<file path="config.mk">
export PLATFORM = sky130hd
export DESIGN_NAME = x87_format_converter
export DESIGN_NICKNAME = d
export VERILOG_FILES = /design/src/rtl/core/x87fc_pkg.sv /design/src/rtl/core/x87fc_lzc.sv /design/src/rtl/core/x87_format_converter.sv
export SDC_FILE = /design/constraint.sdc
export NUM_CORES = 1
export LEC_CHECK = 0
export ABC_AREA = 1
export BUFFER_PORTS_ARGS = -buffer_cell sky130_fd_sc_hd__buf_2
export CORE_MARGIN = 5
export CORE_UTILIZATION = 34
export CTS_BUF_LIST = sky130_fd_sc_hd__clkbuf_16
export CTS_CLUSTER_DIAMETER = 60
export DETAILED_ROUTE_END_ITERATION = 12
export HOLD_SLACK_MARGIN = 0.03
export MAX_ROUTING_LAYER = met4
export PLACE_DENSITY_LB_ADDON = 0.05
export SLEW_MARGIN = 15
export SYNTH_ARGS = -nofsm -noshare
export SYNTH_HDL_FRONTEND = slang
export SYNTH_SLANG_ARGS = --single-unit
</file>
<file path="constraint.sdc">
create_clock -name clock -period 9.4 [get_ports clock]
set_clock_uncertainty 0.05 [all_clocks]
set_input_delay 1.88 -clock clock [delete_from_list [all_inputs] [get_ports clock]]
set_output_delay 1.88 -clock clock [all_outputs]
set_load 0.03 [all_outputs]
</file>
<file path="src/rtl/core/x87fc_pkg.sv">
package x87fc_pkg;

   localparam logic [2:0] KIND_S2X = 3'd0;
   localparam logic [2:0] KIND_D2X = 3'd1;
   localparam logic [2:0] KIND_X2S = 3'd2;
   localparam logic [2:0] KIND_X2D = 3'd3;
   localparam logic [2:0] KIND_X2I = 3'd4;
   localparam logic [2:0] KIND_I2X = 3'd5;

   localparam logic [1:0] MODE_NEAREST = 2'd0;
   localparam logic [1:0] MODE_DOWN    = 2'd1;
   localparam logic [1:0] MODE_UP      = 2'd2;
   localparam logic [1:0] MODE_CHOP    = 2'd3;

   localparam logic [14:0] EXT_BIAS = 15'd16383;
   localparam logic [14:0] SGL_BIAS = 15'd127;
   localparam logic [14:0] DBL_BIAS = 15'd1023;

   typedef struct packed {
      logic [2:0]  kind;
      logic [63:0] raw_word;
      logic [15:0] ext_sign_exponent;
      logic [63:0] ext_mantissa;
      logic        int_negative;
   } req_type;

   typedef struct packed {
      logic [63:0] result_word;
      logic [15:0] result_sign_exponent;
      logic [63:0] result_mantissa;
      logic        result_negative;
      logic        overflow;
   } rsp_type;

endpackage

</file>
<file path="src/rtl/core/x87fc_lzc.sv">
module x87fc_lzc
   import x87fc_pkg::*;
(
   input  logic [63:0] value,
   output logic [5:0]  count
);
   logic [7:0]       grp_nz;
   logic [7:0][2:0]  grp_cnt;
   logic [2:0]       top;

   always_comb begin
      for (int g = 0; g < 8; g++) begin
         grp_nz[g] = |value[g*8 +: 8];
         grp_cnt[g] = 3'd0;
         for (int b = 0; b < 8; b++) begin
            if (value[g*8 + b]) begin
               grp_cnt[g] = 3'(7 - b);
            end
         end
      end
      top = 3'd0;
      for (int g = 0; g < 8; g++) begin
         if (grp_nz[g]) begin
            top = 3'(7 - g);
         end
      end
      count = {top, grp_cnt[3'(7) - top]};
   end
endmodule

</file>
<file path="src/rtl/core/x87_format_converter.sv">
// Throughput: one operand per cycle; busy stays low, so start is taken every cycle.
// Three register stages: zero count, rounding decision, increment and packing.
// Reset clears the stage valid bits and sets the rounding mode to nearest.
module x87_format_converter
   import x87fc_pkg::*;
(
   input  logic        clock,
   input  logic        reset,
   input  logic        start,
   output logic        busy,
   input  req_type     req_data,
   output logic        rsp_valid,
   output rsp_type     rsp_data,
   input  logic        csr_valid,
   output logic        csr_ready,
   input  logic [1:0]  csr_data
);
   logic [1:0] mode_ff;

   // stage 1 registers
   logic       v1_ff;
   req_type    r1_ff;
   logic [1:0] m1_ff;
   logic [5:0] lz1_ff;
   logic [5:0] lz_in;

   // stage 2 registers
   logic        v2_ff;
   logic [2:0]  k2_ff;
   logic [63:0] w2_ff, w2_in;
   logic [15:0] se2_ff, se2_in;
   logic [63:0] m2_ff, m2_in;
   logic        neg2_ff, neg2_in;
   logic        ovf2_ff, ovf2_in;
   logic        inc2_ff, inc2_in;

   // stage 3 registers
   logic        v3_ff;
   rsp_type     r3_ff, r3_in;

   assign busy      = 1'b0;
   assign csr_ready = 1'b1;

   x87fc_lzc u_lzc (.value(req_data.raw_word), .count(lz_in));

   always_ff @(posedge clock) begin
      if (reset) begin
         mode_ff <= MODE_NEAREST;
         v1_ff   <= 1'b0;
         v2_ff   <= 1'b0;
         v3_ff   <= 1'b0;
      end else begin
         if (csr_valid) begin
            mode_ff <= csr_data;
         end
         v1_ff <= start;
         v2_ff <= v1_ff;
         v3_ff <= v2_ff;
      end
   end

   always_ff @(posedge clock) begin
      r1_ff   <= req_data;
      m1_ff   <= mode_ff;
      lz1_ff  <= lz_in;
      k2_ff   <= r1_ff.kind;
      w2_ff   <= w2_in;
      se2_ff  <= se2_in;
      m2_ff   <= m2_in;
      neg2_ff <= neg2_in;
      ovf2_ff <= ovf2_in;
      inc2_ff <= inc2_in;
      r3_ff   <= r3_in;
   end

   // stage 2: form converted or truncated result and rounding decision
   logic [14:0] e;
   logic        sgn;
   logic [31:0] s;
   logic [63:0] man;
   logic [15:0] shift;
   logic [63:0] v;
   logic [31:0] under;
   logic [7:0]  low8;
   logic [10:0] low11;
   logic [32:0] sum;

   always_comb begin
      e     = r1_ff.ext_sign_exponent[14:0];
      sgn   = r1_ff.ext_sign_exponent[15];
      man   = r1_ff.ext_mantissa;
      s     = r1_ff.raw_word[31:0];
      low8  = man[39:32];
      low11 = man[10:0];
      shift = 16'(EXT_BIAS) + 16'd63 - {1'b0, e};
      v     = '0;
      under = '0;
      sum   = '0;
      w2_in = '0;
      se2_in = '0;
      m2_in = '0;
      neg2_in = 1'b0;
      ovf2_in = 1'b0;
      inc2_in = 1'b0;
      case (r1_ff.kind)
         KIND_S2X: begin
            if (s[30:0] != 31'd0) begin
               se2_in = {s[31], 15'({7'd0, s[30:23]} + EXT_BIAS - SGL_BIAS)};
               m2_in  = {1'b1, s[22:0], 40'd0};
            end else begin
               se2_in = {s[31], 15'd0};
            end
         end
         KIND_D2X: begin
            if (r1_ff.raw_word[62:0] != 63'd0) begin
               se2_in = {r1_ff.raw_word[63],
                         15'({4'd0, r1_ff.raw_word[62:52]} + EXT_BIAS - DBL_BIAS)};
               m2_in  = {1'b1, r1_ff.raw_word[51:0], 11'd0};
            end else begin
               se2_in = {r1_ff.raw_word[63], 15'd0};
            end
         end
         KIND_X2S: begin
            if (e == 15'd0) begin
               w2_in = {32'd0, sgn, 31'd0};
            end else begin
               w2_in = {32'd0, sgn, 8'(e + SGL_BIAS - EXT_BIAS), man[62:40]};
               case (m1_ff)
                  MODE_NEAREST: inc2_in = low8 > 8'h80;
                  MODE_DOWN:    inc2_in = sgn && (low8 != 8'd0);
                  MODE_UP:      inc2_in = !sgn && (low8 != 8'd0);
                  default:      inc2_in = 1'b0;
               endcase
            end
         end
         KIND_X2D: begin
            if (e == 15'd0) begin
               w2_in = {sgn, 63'd0};
            end else begin
               w2_in = {sgn, 11'(e + DBL_BIAS - EXT_BIAS), man[62:11]};
               case (m1_ff)
                  MODE_NEAREST: inc2_in = low11 > 11'h400;
                  MODE_DOWN:    inc2_in = sgn && (low11 != 11'd0);
                  MODE_UP:      inc2_in = !sgn && (low11 != 11'd0);
                  default:      inc2_in = 1'b0;
               endcase
            end
         end
         KIND_X2I: begin
            neg2_in = sgn;
            if (shift[15]) begin
               ovf2_in = 1'b1;
            end else if (shift < 16'd96) begin
               v = (shift < 16'd64) ? (man >> shift[5:0]) : 64'd0;
               if (shift == 16'd0) begin
                  under = '0;
               end else if (shift <= 16'd32) begin
                  under = 32'(man << (7'd32 - shift[6:0]));
               end else begin
                  under = 32'(man >> (7'(shift[6:0]) - 7'd32));
               end
               w2_in = v;
               sum = {1'b0, under} + 33'h7fffffff + {32'd0, v[0]};
               case (m1_ff)
                  MODE_NEAREST: inc2_in = sum[32];
                  MODE_DOWN:    inc2_in = sgn && (under != 32'd0);
                  MODE_UP:      inc2_in = !sgn && (under != 32'd0);
                  default:      inc2_in = 1'b0;
               endcase
            end
         end
         KIND_I2X: begin
            if (r1_ff.raw_word != 64'd0) begin
               se2_in = {r1_ff.int_negative, EXT_BIAS + 15'd63 - 15'(lz1_ff)};
               m2_in  = r1_ff.raw_word << lz1_ff;
            end
         end
         default: ;
      endcase
   end

   // stage 3: apply increment and pack
   always_comb begin
      r3_in = '0;
      r3_in.result_sign_exponent = se2_ff;
      r3_in.result_mantissa      = m2_ff;
      r3_in.result_negative      = neg2_ff;
      r3_in.overflow             = ovf2_ff;
      if (k2_ff == KIND_X2S) begin
         r3_in.result_word = {32'd0, w2_ff[31:0] + 32'(inc2_ff)};
      end else begin
         r3_in.result_word = w2_ff + 64'(inc2_ff);
      end
   end

   assign rsp_valid = v3_ff;
   assign rsp_data  = r3_ff;
endmodule

</file>
==> flow_metrics.py, run 1 <==
metrics = {
    "status": {
        "status": "complete, no violations",
    },
    "route": {
        "ant_nets": 0,
        "drc": 0,
        "drt-initial-drc-count": 2841,
        "wl_um": 108000,
        "vias_per_cell": 5.30,
        "dr_total_vias": 25200,
        "first_pass_iters": 6,
        "routedWlPerCell_um": 22.7,
    },
    "clock_tree": {
        "clock-sinks": 457,
        "clk_pin_slew_ns": 0.06,
        "cts-resized-gates": 0,
        "clockBufferDepth": 3,
        "cts_made_buffers": 53,
        "cts_hold_buf": 0,
        "cts_tree": "built",
        "cts_root_buf": "clkbuf_16",
        "htree_num_levels": 2,
        "clk_latency_ns": 0.64,
        "post_cts.repair.setup_buffers": 0,
    },
    "power": {
        "p_total_w": 0.00542,
        "ir_worst_vdd_mv": 0.148,
        "pwr_density_cell_nw_per_um2": 192,
        "power.leakage_nw": 13.3,
    },
    "floorplan": {
        "rows": 98,
        "core_area_um2": 71100,
        "initial_core_util": 0.341,
        "die_x_um": 277,
        "ioPinCount": 303,
        "die_area_um2": 76800,
        "fp.dieH_um": 277,
    },
    "worst_setup_path": {
        "cp-start-kind": "register",
        "worstPathRequired_ns": 9.86,
        "end_kind": "register",
        "crit_fanout": 69,
        "r2r_setup_slack_ns": 4.43,
        "crit_type": "register to register",
        "cp.arrival_ns": 5.43,
    },
    "sta": {
        "hold_ws_ns": 0.274,
        "drv_slew": 0,
        "max-slew-margin-rel": 0.201,
        "fin_crit_ns": 4.97,
        "period_share": 0.529,
        "max_freq_ghz": 0.201,
        "tns_ns": 0,
        "worst_pin_slew_ns": 1.19,
        "finalSetupViolations": 0,
        "hold_viol": 0,
        "rsz0062_at_grt": "false",
    },
    "synthesis": {
        "yosysMostFrequentCell": "nand2_1",
        "yosys_warnings": 0,
        "synth_area_um2": 24300,
        "synthDistinctLibCells": 63,
        "synth_edf_count": 0,
        "syn_inst": 3556,
        "async_reset_ff_frac": 0,
        "synthTopCellsByCount": "946 x nand2_1, 457 x dfxtp_1, 343 x inv_1",
        "yosysSeqAreaShare": 0.377,
        "syn_area_per_cell_um2": 6.82,
        "synth.area.top_cells": "dfxtp_1 38%, nand2_1 15%, nand3_1 7.0%",
        "synth.net_count": 3722,
        "synth_top_area_cell": "dfxtp_1",
        "synth.top_cell.area_share": 0.377,
        "synth_top_flop_cell": "dfxtp_1",
        "ys_ff_latch": 457,
    },
    "global_route": {
        "grt_max_degree": 87,
        "grt.overflow.total": 0,
        "first_global_vias": 24000,
        "grt_antenna_before_repair": 12,
        "grt_pass1_wl_um": 158000,
        "track_usage": 0.275,
    },
    "cells_and_area": {
        "fin_nets": 3923,
        "fin_area_um2": 28300,
        "utilization": 0.398,
        "drive_above_1_share": 0.136,
        "syn2layout_area_growth_pct": 16.6,
    },
    "placement": {
        "place.detailed.hpwl_um": 84900,
        "dpl_cell_area_um2": 26400,
        "gp_congestion": 0.977,
        "portBuffers": 300,
    },
    "run": {
        "cap_violations": 0,
    },
    "hold_path": {
        "worst_hold_path_type": "register to register",
    },
}
[critical path, stage by stage, from the launching register on]
cell and delay, ns:
dfxtp_4 0.71, inv_2 0.45, ha_2 0.45, buf_4 0.58
inv_2 0.06, nand2_1 0.11, nand2_1 0.06, buf_4 0.23
inv_1 0.81, nand2_1 0.16, nand2_1 0.16, nand2_1 0.06
nand2_1 0.09, nand2_1 0.10, nor2_1 0.11, nor2_1 0.04
nor2_1 0.09, nand3_1 0.09, nand2_1 0.07, nand2_1 0.04
nand2_1 0.06, nand3_1 0.07, nand2_1 0.06, nand2_1 0.04
[sequential cells by signal (all words and copies together) (netlist names), 2 cells and up]
register / flops
se2_ff: 16
rsp_data: 146
mode_ff: 2
w2_ff: 64
r1_ff: 69
m1_ff: 2
lz1_ff: 6
m2_ff: 64
e: 15
man: 64
k2_ff: 3
[report_power, final]
group,total [W],internal [W],switching [W]
combinational,0.00109,0.000305,0.000783
clock,0.00221,0.00133,0.000883
sequential,0.00213,0.00204,0.0000855
total,0.00542,0.00367,0.00175
[final timing paths]
check | start | end | depth (start not counted)
setup / recovery | e[0] | inc2_ff | 23
hold / removal | m2_ff[41] | rsp_data[43] | 0
setup reg to reg | e[0] | inc2_ff | 23
hold reg to reg | m2_ff[41] | rsp_data[43] | 0
[placed cells by master (no fill, tap or decap), drive strengths merged, types with 9 or more instances in the layout]
cell type	n
clkbuf	53
mux2i	94
nor3	64
o2111ai	13
o32ai	19
ha	12
nor2	273
clkinv	29
nand2	962
or2	13
o211ai	39
nor4	45
buf	335
nand3	346
o22ai	42
o221ai	36
nand4	37
a21oi	93
xor2	34
o21ai	332
diode	9
inv	376
bufinv	10
o21a	10
dfxtp	457
a31oi	15
xnor2	10
[routing by layer]
metal,wire length (um),track usage,vias to the layer above
met5,0,-,-
met4,3100,0.0726,0
met3,10900,0.0792,166
met2,43200,0.381,1142
met1,50700,0.393,11600
li1,-,-,12300
[cell families (layout without fill, tap and decap cells)]
logic type,after synthesis,count (layout),synth area share
and+or+nand+nor,1752,1752,0.314
AOI/OAI and AO/OA,635,635,0.155
buffers and inverters,560,805,0.0931
DFF,457,457,0.377
muxes,94,94,0.0388
xor gates and xnor gates,44,44,0.0159
adders and majority gates,12,12,0.00619
other,2,11,0.000310
[stage by stage]
| stage | std cells | worst slack (ns) |
|---|---|---|
| after global routing | 4760 | 3.92 |
| after detailed placement | 4652 | 4.44 |
| final | 4760 | 4.43 |
| after floorplan | 3556 | 5.79 |
| after global placement | 4652 | 4.42 |
| after CTS | 4751 | 4.43 |
[final cells by class]
class | count | area [um^2]
fillers | 7795 | 42800
multi-input cells | 2539 | 12900
flip-flops and latches | 457 | 9150
repair buffers | 335 | 1760
inverters | 371 | 1390
clock buffers | 53 | 1330
well taps | 950 | 1190
clock inverters | 46 | 576
diodes | 9 | 22.5
No activity file was read; power rests on OpenSTA's default activity.
==> inputs of run 2 (changes only) <==
==> constraint.sdc (replaced) <==
create_clock -name clock -period 4 [get_ports clock]
set_clock_uncertainty 0.05 [all_clocks]
set_input_delay 0.8 -clock clock [delete_from_list [all_inputs] [get_ports clock]]
set_output_delay 0.8 -clock clock [all_outputs]
set_load 0.03 [all_outputs]
==> run 2 against run 1 <==
Compared with the run above: sequential share of layout area fell by 0.47 points; core utilization rose by 0.58 points; final cell count rose by 1.1%; cell area rose by 1.5%; first-iteration DRC count fell by 6.1%; clock power rose by 120%; sequential power rose by 130%; combinational power rose by 140%; fmax rose by 39%; total power rose by 130%; register-to-register slack got worse by 4.0 ns.
==> flow_metrics.py, run 2 (synthesized netlist as in run 1, its figures left out) <==
metrics = {
    "floorplan": {
        "rows": 98,
        "ioPinCount": 303,
        "die_area_um2": 76800,
        "core_area_um2": 71100,
        "die_x_um": 277,
        "fp.dieH_um": 277,
        "initial_core_util": 0.341,
    },
    "run": {
        "cap_violations": 0,
    },
    "route": {
        "routedWlPerCell_um": 22.8,
        "vias_per_cell": 5.33,
        "ant_nets": 0,
        "first_pass_iters": 6,
        "drc": 0,
        "wl_um": 110000,
        "dr_total_vias": 25600,
        "drt-initial-drc-count": 2669,
    },
    "power": {
        "power.leakage_nw": 13.5,
        "pwr_density_cell_nw_per_um2": 440,
        "ir_worst_vdd_mv": 0.317,
    },
    "worst_setup_path": {
        "r2r_cells": 19,
        "cp.arrival_ns": 4.02,
        "path_cells": "ha_1, nand2_2, nand2_2, buf_4, buf_4, nand2_1, o21ai_1, nand2_1, o21ai_1, o21ai_0, buf_4, nor3_1, nor2_1, nor2_1, a21oi_1, nand2_1, nand3_1, nand2_1, nand2_1",
        "r2r_end": "inc2_ff",
        "worstPathRequired_ns": 4.45,
        "crit_top_cell": "nand2_1",
        "slowest_delay_ns": 0.43,
        "crit_slowest_cell": "dfxtp_1",
        "crit_type": "register to register",
        "crit_fanout": 33,
        "r2r_start": "e[1]",
        "r2r_setup_slack_ns": 0.43,
        "end_kind": "register",
        "cp-start-kind": "register",
    },
    "sta": {
        "tns_ns": 0,
        "fin_crit_ns": 3.57,
        "drv_slew": 0,
        "rsz0062_at_grt": "false",
        "max_freq_ghz": 0.280,
        "hold_viol": 0,
        "worst_pin_slew_ns": 1.04,
        "period_share": 0.893,
        "finalSetupViolations": 0,
        "max-slew-margin-rel": 0.305,
        "setup_ws_ns": 0.429,
    },
    "clock_tree": {
        "cts_made_buffers": 53,
        "htree_num_levels": 2,
        "cts-resized-gates": 0,
        "cts_root_buf": "clkbuf_16",
        "cts_hold_buf": 0,
        "clk_pin_slew_ns": 0.06,
        "clock-sinks": 457,
        "clockBufferDepth": 3,
        "post_cts.repair.setup_buffers": 0,
        "clk_latency_ns": 0.65,
        "cts_tree": "built",
    },
    "placement": {
        "place.detailed.hpwl_um": 88200,
        "portBuffers": 300,
        "pre_cts_ws_ns": 0.563,
        "gp_congestion": 1.00,
    },
    "global_route": {
        "grt_max_degree": 129,
        "grt_pass1_wl_um": 160000,
        "first_global_vias": 24200,
        "track_usage": 0.279,
        "grt.overflow.total": 0,
        "grt_antenna_before_repair": 14,
    },
    "hold_path": {
        "min-delay-start": "req_data[71]",
        "hold_path_end": "e[6]",
        "worst_hold_path_type": "input port to register",
        "hold_depth": 1,
    },
    "cells_and_area": {
        "largest_reg_flops": 146,
        "fin_nets": 3974,
        "final_cell_mix": "946 x nand2_1, 455 x dfxtp_1, 347 x inv_1, 337 x nand3_1, 300 x buf_2",
        "final_common_cell": "nand2_1",
        "drive_above_1_share": 0.148,
        "fillers": 7730,
        "syn2layout_area_growth_pct": 18.3,
    },
    "status": {
        "status": "complete, no violations",
    },
}
==> run 2: changes by cell type in the layout (fill, tap and decap cells not counted), sizes merged <==
| cell | before | now |
|---|---|---|
| clkinvlp | 2 | 6 |
| clkinv | 29 | 26 |
| diode | 9 | 11 |
| buf | 335 | 386 |
| bufinv | 10 | 6 |
| inv | 376 | 378 |
==> run 2: final cells by class <==
type,instances,area (um^2),area share
Multi-Input combinational cell,2539,12900,0.448
Sequential cell,457,9150,0.319
Timing Repair Buffer,386,2230,0.0778
Inverter,371,1390,0.0485
Clock buffer,53,1330,0.0462
Tap cell,950,1190,0.0414
Clock inverter,45,509,0.0177
Antenna cell,11,27.5,0.000959
==> run 2: how the worst max path moves through the flow <==
stage / startpoint / endpoint / depth (start not counted)
CTS: e[0] / inc2_ff / 20
finish: e[1] / inc2_ff / 19
global route: inc2_ff / rsp_data[144] / 18
detailed placement: inc2_ff / rsp_data[144] / 18
floorplan: e[0] / inc2_ff / 24
global placement: e[2] / inc2_ff / 18
==> run 2: where the power goes <==
group	switching, W	internal, W	leakage [nW]
clock	0.00210	0.00288	0.905
combinational	0.00189	0.000776	8.86
sequential	0.000193	0.00479	3.78
total	0.00418	0.00845	13.5
==> run 2: critical path: cells and delay by family (launching register included) <==
family,cells,cell delay (ns)
AO/OA/AOI/OAI,4,0.49
adder cells (fa/ha/maj),1,0.24
buffers and inverters,3,0.95
flip-flops,1,0.43
AND/OR/NAND/NOR,11,1.27
==> run 2: stage by stage <==
| stage | hold slack (ns) | total power (W) | std cells | util | instance area, um^2 |
|---|---|---|---|---|---|
| CTS | 0.167 | 0.0127 | 4801 | 0.403 | 28700 |
| floorplan | 0.260 | 0.00666 | 3556 | - | 24300 |
| detailed placement | 0.262 | 0.00767 | 4703 | 0.377 | 26800 |
| finish | 0.197 | 0.0126 | 4812 | 0.404 | 28700 |
| global route | 0.174 | 0.0132 | 4811 | 0.404 | 28700 |
| global placement | 0.261 | 0.00770 | 4703 | 0.377 | 26800 |
==> run 2: routing by layer <==
| layer | share of wire | vias to the layer above | GRT usage |
|---|---|---|---|
| met5 | 0 | - | - |
| met4 | 0.026 | 0 | 0.0721 |
| met2 | 0.40 | 1181 | 0.381 |
| li1 | - | 12400 | - |
| met1 | 0.48 | 11900 | 0.414 |
| met3 | 0.094 | 168 | 0.0618 |
==> inputs of run 3 (changes only) <==
--- a/config.mk
+++ b/config.mk
@@ -5,13 +5,12 @@
 export SDC_FILE = /design/constraint.sdc
 export NUM_CORES = 1
 export LEC_CHECK = 0
-export ABC_AREA = 1
 export BUFFER_PORTS_ARGS = -buffer_cell sky130_fd_sc_hd__buf_2
 export CORE_MARGIN = 5
 export CORE_UTILIZATION = 34
-export CTS_BUF_LIST = sky130_fd_sc_hd__clkbuf_16
 export CTS_CLUSTER_DIAMETER = 60
 export DETAILED_ROUTE_END_ITERATION = 12
+export GPL_ROUTABILITY_DRIVEN = 0
 export HOLD_SLACK_MARGIN = 0.03
 export MAX_ROUTING_LAYER = met4
 export PLACE_DENSITY_LB_ADDON = 0.05
==> run 3 against run 2 <==
Compared with the run above: synthesized cell count shrank 28%; register-to-register slack lost 0.29 ns; clock power grew 4.0%; largest power group is now clock; count of clock-buffer cells in the layout grew 14; sequential power grew 2%; worst setup slack lost 0.29 ns; critical path type unchanged; die area shrank 0.25%; fmax shrank 7.5%; critical path depth shrank 7; core utilization grew 1.8 points; non-clock buffer count grew 99.
==> flow_metrics.py, run 3 <==
metrics = {
    "sta": {
        "worst_pin_slew_ns": 0.935,
        "drv_slew": 0,
        "max-slew-margin-rel": 0.377,
        "hold_viol": 0,
        "tns_ns": 0,
        "fin_crit_ns": 3.86,
        "period_share": 0.965,
        "finalSetupViolations": 0,
        "hold_ws_ns": 0.229,
        "max_freq_ghz": 0.259,
        "rsz0062_at_grt": "false",
    },
    "worst_setup_path": {
        "worstPathRequired_ns": 4.43,
        "crit_top_cell": "buf_4",
        "end_kind": "register",
        "crit_slowest_cell": "mux4_2",
        "r2r_cells": 12,
        "cp-endpoint": "inc2_ff",
        "cp_num_cells": 12,
        "cp-start-kind": "register",
        "r2r_setup_slack_ns": 0.14,
        "cp.arrival_ns": 4.29,
        "worst_setup_path_startpoint": "e[1]",
        "path_cells": "buf_4, ha_1, buf_4, xnor2_4, buf_4, mux4_2, mux2_2, a211oi_1, a41o_1, o21ai_1, o31ai_1, a31oi_1",
        "crit_fanout": 18,
        "crit_type": "register to register",
        "path_delay_family": "compound AO/OA/AOI/OAI gates",
        "r2r_start": "e[1]",
        "slowest_delay_ns": 0.59,
        "cp.buffers_inverters": 3,
        "r2r_end": "inc2_ff",
    },
    "synthesis": {
        "synth.top_cell.area_share": 0.378,
        "synth.area.top_cells": "dfxtp_1 38%, mux4_2 10%, mux2i_1 8.4%",
        "yosysSeqAreaShare": 0.378,
        "syn_inst": 2569,
        "syn_area_per_cell_um2": 9.42,
        "synth_top_area_cell": "dfxtp_1",
        "synthDistinctLibCells": 92,
        "async_reset_ff_frac": 0,
        "synth_top_flop_cell": "dfxtp_1",
        "ys_ff_latch": 457,
        "synth_area_um2": 24200,
        "synth_edf_count": 0,
        "synth.net_count": 2735,
        "yosys_warnings": 0,
        "yosysMostFrequentCell": "dfxtp_1",
        "synthTopCellsByCount": "457 x dfxtp_1, 262 x nand2_1, 235 x nor2_1",
    },
    "route": {
        "dr_wl_met3_um": 10700,
        "first_pass_iters": 8,
        "wl_met2_um": 40900,
        "routedWlPerCell_um": 26.3,
        "m1WireLength_um": 47600,
        "dr_total_vias": 22700,
        "ant_nets": 0,
        "drt-initial-drc-count": 3204,
        "wl_um": 103000,
        "top_layer": "met4",
        "drc": 0,
        "vias_per_cell": 5.82,
    },
    "cells_and_area": {
        "utilization": 0.421,
        "final_common_cell": "dfxtp_1",
        "largest_reg_flops": 146,
        "syn2layout_area_growth_pct": 22.4,
        "fin_nets": 3082,
        "stdcell_count": 3907,
        "drive_above_1_share": 0.270,
        "fin_area_um2": 29600,
        "final_cell_mix": "452 x dfxtp_1, 300 x buf_2, 262 x nand2_1, 233 x nor2_1, 204 x mux2i_1",
    },
    "floorplan": {
        "die_x_um": 277,
        "initial_core_util": 0.344,
        "fp.dieH_um": 277,
        "ioPinCount": 303,
        "rows": 97,
        "core_area_um2": 70300,
        "die_area_um2": 76600,
    },
    "placement": {
        "dpl_cell_area_um2": 27600,
        "place.detailed.hpwl_um": 79300,
        "portBuffers": 300,
        "dp.cells": 3795,
    },
    "hold_path": {
        "hold_depth": 1,
        "worst_hold_path_type": "input port to register",
    },
    "power": {
        "ir_worst_vdd_mv": 0.301,
        "pwr_density_cell_nw_per_um2": 446,
        "power.leakage_nw": 12.5,
    },
    "global_route": {
        "track_usage": 0.261,
        "grt_max_degree": 65,
        "grt_antenna_before_repair": 6,
        "first_global_vias": 22000,
        "grt_pass1_wl_um": 150000,
        "grt.overflow.total": 0,
    },
    "clock_tree": {
        "cts_tree": "built",
        "cts_root_buf": "clkbuf_16",
        "clk_pin_slew_ns": 0.06,
        "cts_made_buffers": 53,
        "clk_latency_ns": 0.62,
        "htree_num_levels": 2,
        "clock-sinks": 457,
        "clockBufferDepth": 3,
    },
    "run": {
        "cap_violations": 0,
    },
    "status": {
        "status": "complete, no violations",
    },
}
[run 3: power breakdown]
group / switching, W / internal, W
sequential: 0.000320 / 0.00480
clock: 0.00199 / 0.00318
combinational: 0.00172 / 0.00120
[run 3: cell families (layout without fill, tap and decap cells)]
logic type                 Yosys count  count (layout)  synth area share
and+or+nand+nor                    815             815             0.159
AOI/OAI and AO/OA                  589             589             0.162
DFF                                457             457             0.378
muxes                              396             396             0.226
buffers and inverters              234             625            0.0433
xor gates and xnor gates            64              64            0.0250
adders and majority gates           12              12           0.00621
other                                2               9          0.000310
[run 3: timing repair]
| action | 4_1_cts | 5_1_grt |
|---|---|---|
| setup endpoints to repair | 0 | 1 |
| gates resized for setup | 0 | 4 |
| hold buffers | 0 | 0 |
| buffers inserted | 0 | 6 |
[run 3: through the flow]
| step | total power, W | setup WS (ns) |
|---|---|---|
| 4_1_cts | 0.0132 | 0.0397 |
| 5_1_grt | 0.0137 | 0.0282 |
| 6_report | 0.0132 | 0.141 |
| 2_1_floorplan | 0.00684 | 0.0187 |
| 3_5_place_dp | 0.00802 | 0.0448 |
| 3_3_place_gp | 0.00802 | 0.0749 |
[run 3: worst min-delay path by stage]
stage	end	slack (ns)	from
finish	man[21]	0.23	req_data[22]
floorplan	rsp_data[0]	0.26	ovf2_ff
global route	man[21]	0.20	req_data[22]
global placement	rsp_data[56]	0.26	m2_ff[54]
CTS	man[52]	0.19	req_data[53]
detailed placement	rsp_data[14]	0.26	m2_ff[12]
[run 3: area by class of cell]
| class | count | area [um^2] |
|---|---|---|
| antenna | 7 | 17.5 |
| clock buffer | 67 | 1450 |
| clock inverter | 32 | 474 |
| fill | 6945 | 40700 |
| inverter | 41 | 154 |
| multi-input combinational | 1878 | 14100 |
| sequential | 457 | 9160 |
| tap | 940 | 1180 |
| timing repair buffer | 485 | 3080 |
[run 3: per-layer routing]
metal	track usage	vias to the layer above
li1	-	10300
met1	0.384	10900
met2	0.351	1336
met3	0.0713	202
met4	0.0726	0
met5	-	-
[run 3: worst register-to-register path, stage by stage (launching register included)]
cell	delay (ns)
dfxtp_1	0.31
buf_4	0.15
ha_1	0.30
buf_4	0.21
xnor2_4	0.45
buf_4	0.38
mux4_2	0.59
mux2_2	0.31
a211oi_1	0.19
a41o_1	0.21
o21ai_1	0.06
o31ai_1	0.39
a31oi_1	0.13
